### src/esr_pkg.sv
`default_nettype none
package esr_pkg;

    localparam logic [1:0] REQ_LOAD_IN  = 2'd0;
    localparam logic [1:0] REQ_LOAD_REC = 2'd1;
    localparam logic [1:0] REQ_SAMPLE   = 2'd2;
    localparam logic [1:0] REQ_START    = 2'd3;

    localparam logic CFG_LEAK_RATE = 1'b0;
    localparam logic CFG_WASHOUT   = 1'b1;

    localparam logic [16:0] ALPHA_ONE = 17'd65536;

    // tanh samples at k/8 in Q1.15
    function automatic logic [15:0] tanh_entry(input logic [5:0] k);
        logic [15:0] v;
        case (k)
            6'd0:  v = 16'd0;     6'd1:  v = 16'd4075;  6'd2:  v = 16'd8026;
            6'd3:  v = 16'd11743; 6'd4:  v = 16'd15143; 6'd5:  v = 16'd18173;
            6'd6:  v = 16'd20813; 6'd7:  v = 16'd23066; 6'd8:  v = 16'd24956;
            6'd9:  v = 16'd26519; 6'd10: v = 16'd27797; 6'd11: v = 16'd28830;
            6'd12: v = 16'd29660; 6'd13: v = 16'd30322; 6'd14: v = 16'd30847;
            6'd15: v = 16'd31262; 6'd16: v = 16'd31589; 6'd17: v = 16'd31846;
            6'd18: v = 16'd32048; 6'd19: v = 16'd32206; 6'd20: v = 16'd32329;
            6'd21: v = 16'd32426; 6'd22: v = 16'd32501; 6'd23: v = 16'd32560;
            6'd24: v = 16'd32606; 6'd25: v = 16'd32642; 6'd26: v = 16'd32670;
            6'd27: v = 16'd32691; 6'd28: v = 16'd32708; 6'd29: v = 16'd32721;
            6'd30: v = 16'd32732; 6'd31: v = 16'd32740;
            default: v = 16'd32746;
        endcase
        return v;
    endfunction

endpackage
`default_nettype wire

### src/esr_activate.sv
`default_nettype none
// Two-stage tanh and leak mix: stage 1 interpolates, stage 2 mixes and clamps.
module esr_activate (
    input  wire logic               aclk,
    input  wire logic               aresetn,
    input  wire logic               in_valid,
    input  wire logic signed [47:0] acc,
    input  wire logic signed [15:0] x_old,
    input  wire logic [16:0]        alpha,
    output logic                    out_valid,
    output logic signed [15:0]      out_value
);
    import esr_pkg::*;

    logic        neg;
    logic [47:0] mag;
    logic [15:0] y_lo, y_hi, y_abs;
    logic [14:0] frac;
    logic [31:0] prod;
    logic signed [16:0] t_c;

    logic               v1_reg;
    logic signed [16:0] t_reg;
    logic signed [15:0] x_reg;
    logic [16:0]        a_reg;

    logic signed [36:0] mix;
    logic signed [20:0] r;

    always_comb begin
        neg  = acc[47];
        mag  = neg ? 48'(-acc) : 48'(acc);
        frac = mag[23:9];
        y_lo = tanh_entry(mag[29:24]);
        y_hi = tanh_entry(mag[29:24] + 6'd1);
        prod = 32'(y_hi - y_lo) * 32'(frac);
        if (mag[47:29] != '0) begin
            y_abs = tanh_entry(6'd32);
        end else begin
            y_abs = y_lo + 16'(prod >> 15);
        end
        t_c = neg ? -$signed({1'b0, y_abs}) : $signed({1'b0, y_abs});
    end

    always_ff @(posedge aclk) begin
        if (!aresetn) begin
            v1_reg    <= 1'b0;
            out_valid <= 1'b0;
        end else begin
            v1_reg    <= in_valid;
            out_valid <= v1_reg;
        end
        t_reg <= t_c;
        x_reg <= x_old;
        a_reg <= alpha;
        out_value <= r > 21'sd32767 ? 16'sd32767 :
                     r < -21'sd32768 ? -16'sd32768 : r[15:0];
    end

    always_comb begin
        mix = $signed({1'b0, a_reg}) * t_reg
            + $signed({1'b0, ALPHA_ONE - a_reg}) * x_reg + 37'sd32768;
        r = 21'(mix >>> 16);
    end
endmodule
`default_nettype wire

### config.mk
export PLATFORM = sky130hd
export DESIGN_NAME = esr_activate
export DESIGN_NICKNAME = d
export VERILOG_FILES = /design/src/esr_pkg.sv /design/src/esr_activate.sv
export SDC_FILE = /design/constraint.sdc
export NUM_CORES = 2
export LEC_CHECK = 0
export ABC_AREA = 1
export BUFFER_PORTS_ARGS = -buffer_cell sky130_fd_sc_hd__buf_2
export CAP_MARGIN = 20
export CORE_MARGIN = 2
export CORE_UTILIZATION = 35
export DETAILED_ROUTE_END_ITERATION = 12
export GPL_ROUTABILITY_DRIVEN = 0
export PLACE_DENSITY = 0.59
export SLEW_MARGIN = 20
export SYNTH_ARGS = -nofsm -noshare
export SYNTH_HDL_FRONTEND = slang
export SYNTH_SLANG_ARGS = --single-unit
### constraint.sdc
create_clock -name aclk -period 23.8 [get_ports aclk]
set_clock_uncertainty 0.15 [all_clocks]
set_input_delay 2.38 -clock aclk [delete_from_list [all_inputs] [get_ports aclk]]
set_output_delay 2.38 -clock aclk [all_outputs]
set_load 0.02 [all_outputs]
Word-level counts from Yosys, hierarchy flattened
Memories as Yosys holds them, arrays and structs flattened.
Index checks and enable logic that the tools add are counted.
- register bits after elaboration: 68
- bits in read-only memories: 960
- bits of input ports: 84
- word-level logic and storage cells: 29
- memories kept: 2
- $add $sub $neg: 8
- multipliers: 3
- order comparisons: 2
- muxes and demuxes: 6
- reduce and logical (&&, ||, !) cells: 1
- memories (memory ; depth ; width ; rd ports ; clocked after Yosys merged registers in ; write ports ; RTL line ; RTL):
    (no name shown) ; 32 ; 15 ; 1 ; 0 ; 0 ; esr_pkg.sv:17 ; case (k)
    (no name shown) ; 32 ; 15 ; 1 ; 0 ; 0 ; esr_pkg.sv:17 ;
- operator list (cell ; number):
    $mux W16 ; 5
    $mux W48 ; 1
    $neg A48 Y48 ; 1
    $add A36 B17 Y37 const B ; 1
    $add A35 B34 Y36 ; 1
    $mul A18 B17 Y35 ; 1
    $mul A18 B16 Y34 ; 1
    $mul A17 B16 Y31 ; 1
    $gt A21 B16 Y1 const B ; 1
    $lt A21 B16 Y1 const B ; 1
    $reduce_bool A19 Y1 ; 1
    $neg A16 Y17 ; 1
    $sub A16 B16 Y17 ; 1
    $sub A17 B17 Y17 const A ; 1
    $add A16 B16 Y16 ; 1
    $add A6 B1 Y6 const B ; 1

Logic depth before layout (Yosys ltp)
An unclocked memory read counts as a cell.
- depth after elaboration: 11
- gate-level depth with buffers: 72
- gate-level depth less buffers: 71

Worst setup path after synthesis
No wires, ideal clock.
- kind: input-to-reg
- from: input acc[5]
- to: register t_reg[14]
- arrival: 12994 ps
- required time: 23538 ps
- slack: 10544 ps
- cell stages on the path: 63
- path buffers: 2
- cell sequence: nor2_1 -> nand2_1 -> nor2_8 -> nand2_2 -> o21ai_4 -> xor2_4 -> ha_1 -> inv_1 -> ha_1 -> clkbuf_1 -> o21ai_0 -> o21ai_0 -> a21oi_1 -> nor3_1 -> ha_1 -> a21o_1 -> a31oi_1 -> o21ai_1 -> [27 not listed] -> nand2_1 -> inv_1 -> o21ai_0 -> nand2_1 -> inv_1 -> o21ai_0 -> a21boi_0 -> o21ai_0 -> xnor2_1 -> nand3_1 -> inv_1 -> nand2_1 -> nor2_1 -> nand2_1 -> nand2_1 -> nand2_1 -> nand2_1 -> nand2_1
- cells in the longest elaborated chain, start to end: 11
- RTL lines (what ; RTL line ; RTL):
    start, declared ; esr_activate.sv:7 ; input wire logic signed [47:0] acc,
    $neg A48 Y48 * ; esr_activate.sv:32 ; mag = neg ? 48'(-acc) : 48'(acc);
    $mux W48 * ; esr_activate.sv:32 ;
    $add A6 B1 Y6 ; esr_activate.sv:35 ; y_hi = tanh_entry(mag[29:24] + 6'd1);
    $mem_v2 Z32 W15 ; -- ;
    $mux W16 ; esr_pkg.sv:17 ;
    $sub A16 B16 Y17 ; esr_activate.sv:36 ; prod = 32'(y_hi - y_lo) * 32'(frac);
    $mul A17 B16 Y31 ; esr_activate.sv:36 ;
    $add A16 B16 Y16 ; esr_activate.sv:40 ; y_abs = y_lo + 16'(prod >> 15);
    $mux W16 * ; esr_activate.sv:37 ; if (mag[47:29] != '0) begin
    $neg A16 Y17 ; esr_activate.sv:42 ; t_c = neg ? -$signed({1'b0, y_abs}) : $signed({1'b0, y_abs});
    $mux W16 * ; esr_activate.sv:42 ;
    named net t_c[14] ; esr_activate.sv:20 ; logic signed [16:0] t_c;
    end signal, assigned ; esr_activate.sv:53 ; t_reg <= t_c;
    end, declared ; esr_activate.sv:23 ; logic signed [16:0] t_reg;
The timed path passes the listed nets; every way through them passes the cells marked *.
A chain may end at the register's enable or synchronous reset.

Worst setup path after layout
- from: input acc[47]
- to: register t_reg[14]
- cells in the longest elaborated chain, start to end: 10
- RTL lines (what ; RTL line):
    $mux W48 ; esr_activate.sv:32
    $add A6 B1 Y6 ; esr_activate.sv:35
    $mem_v2 Z32 W15 ; --
    $mux W16 ; esr_pkg.sv:17
    $sub A16 B16 Y17 ; esr_activate.sv:36
    $mul A17 B16 Y31 ; esr_activate.sv:36
    $add A16 B16 Y16 ; esr_activate.sv:40
    $mux W16 ; esr_activate.sv:37
    $neg A16 Y17 ; esr_activate.sv:42
    $mux W16 * ; esr_activate.sv:42
    named net t_c[14] ; esr_activate.sv:20
Marks and branches as above.

==> reports/results.ini <==
[grt]
grt_pass1_vias=30100
grt_pass1_wl_mm=165
grt_max_degree=69
overflow=0
antenna_found_initial=0
grt_usage_pct=20.2

[yosys]
yosysTopAreaCellShare_pct=41.8
synthArstFlopShare_pct=0
ys_seq_elements=68
avgSynthCellArea_um2=7.57
syn_area_um2=35600
synth_edf_count=0
ys_seq_area_share_pct=3.82
syn_inst=4705
synth_cell_type_count=59
synth_top_area_cell=fa_1
ys_warn_count=0
syn-num-nets=5887
synth_flop_cell=dfxtp_1
synthTopCellsByArea=fa_1 42%, inv_1 13%, ha_1 12%

[cts]
cts_root_buf=clkbuf_16
clock_sinks=68
cts_setup_buffers=0
cts_tree=built
cts_resized=0
postCtsHoldBufs=0
path_clk_slew_ns=0.07
h-tree-depth=3
clockBufferDepth=2
worstSkewPairLatency_ns=0.39
cts-buffers-inserted=9

[outcome]
outcome=complete, no violations

[timing]
relSlewSlack_pct=28.7
fin_setup_tns_ns=0
finalSetupViolCount=0
rsz0062_at_grt=no
fmax_mhz=65.4
hold_viol=0
period_minus_slack_ns=15.30
min_period_over_period_pct=64.3
setup_slack_ns=8.50
tightest_slew_ns=1.07
drv_slew=0

[critical_path]
critPathMaxStageDelay_ns=0.58
worstPathMaxFanout=68
cpMostUsedCell=nand2_1
cp.required_ns=23.94
crit_type=in -> reg
worstSetupEndpointType=register
cp_slowest_cell=buf_4
path_delay_family=adder cells
critical_path_buf_inv_count=10
cp.arrival_ns=15.44
startpoint_type=input pin

[detailed_routing]
viasPerCell=4.80
ant_nets=0
wirelength_mm=101
vias=29200
wl_per_cell_um=16.6
drc=0
drt_iter0_drc=2016
drtPass1Iterations=5

[die]
start_util_pct=35.2
core_um2=101000
die_w_um=323
core.rowCount=117
chipHeight_um=323
dieArea_um2=104000
ioPinCount=101

[final_layout]
drive_gt1_share_pct=4.74
fillers=10800
finalInstanceArea_um2=37800
final_cell_mix=1239 x inv_1, 1111 x nand2_1, 744 x fa_1
num-nets-final=5884
final_common_cell=inv_1
fin_cells=6075
antennaDiodeCount=0
synthToLayoutAreaGrowth_pct=6.13

[place]
place_ws_ns=8.28
io_buffers=100
placed_cells=6059
place_area_um2=37500
dp_hpwl_mm=85.8

[job]
drv_cap=0

[hold_path]
worstHoldPathType=reg -> reg

==> through the flow <==
stage	hold WS, ns	util [%]
5_1_grt	0.300	37.3
6_report	0.264	37.3
3_3_place_gp	0.237	37.0
4_1_cts	0.266	37.3
2_1_floorplan	0.236	-
3_5_place_dp	0.253	37.0
==> cell families after synthesis <==
family / Yosys count / synth area share (%)
XOR/XNOR: 83 / 2.17
adder cells (fa/ha/maj): 1098 / 54.2
AND/OR/NAND/NOR: 1748 / 20.0
buffers and inverters: 1409 / 14.9
flip-flops: 68 / 3.82
AO/OA/AOI/OAI: 299 / 4.83
==> tightest hold or removal path, delay by kind of cell, from the launching register on <==
kind | cells | cell delay [ns]
buffers and inverters | 1 | 0.03
and+or+nand+nor | 1 | 0.05
DFF | 1 | 0.30
==> final timing paths <==
check | endpoint | cells past startpoint | from | slack (ns)
hold / removal | out_valid$_SDFF_PN0_ | 2 | v1_reg$_SDFF_PN0_ | 0.26
setup / recovery | t_reg[14]$_DFF_P_ | 58 | acc[47] | 8.50
hold reg to reg | out_valid$_SDFF_PN0_ | 2 | v1_reg$_SDFF_PN0_ | 0.26
setup reg to reg | out_value[5]$_SDFF_PN1_ | 40 | a_reg[0]$_DFF_P_ | 13.70
==> cell type report <==
cell class | instances | area (µm²) | area share [%]
clock buffers | 9 | 225 | 0.596
clock inverters | 7 | 81.3 | 0.215
inverters | 1264 | 4740 | 12.5
multi-input cells | 3228 | 29000 | 76.6
flip-flops and latches | 68 | 1360 | 3.60
well taps | 1368 | 1710 | 4.53
repair buffers | 131 | 733 | 1.94
==> synth_stat cells (9+ instances only) <==
cell,n
a21o_1,11
a21oi_1,126
a31oi_1,9
buf_1,17
buf_2,12
clkbuf_1,111
clkinv_1,14
dfxtp_1,68
fa_1,744
ha_1,354
inv_1,1239
inv_2,11
nand2_1,1111
nand2_2,9
nand3_1,94
nand3b_1,10
nand4_1,24
nor2_1,413
nor2_2,11
nor2_4,10
nor3_1,25
nor4_1,9
o211ai_1,11
o21a_1,10
o21ai_0,87
or2_2,9
xnor2_1,23
xor2_1,57
==> per-layer routing <==
metal  part of all wire, %  wire length (µm)  GRT usage (%)  vias to the layer above
li1                      -                 -              -                    13700
met1                    45             45100           28.3                    14400
met2                    46             46500           33.1                      963
met3                   6.8              6820           2.66                      121
met4                   2.4              2410           4.80                        0
met5                     0                 0              0                        -
Power is not shown: default switching activity piles up to over one toggle a cycle in this logic, so the estimate is an artifact.
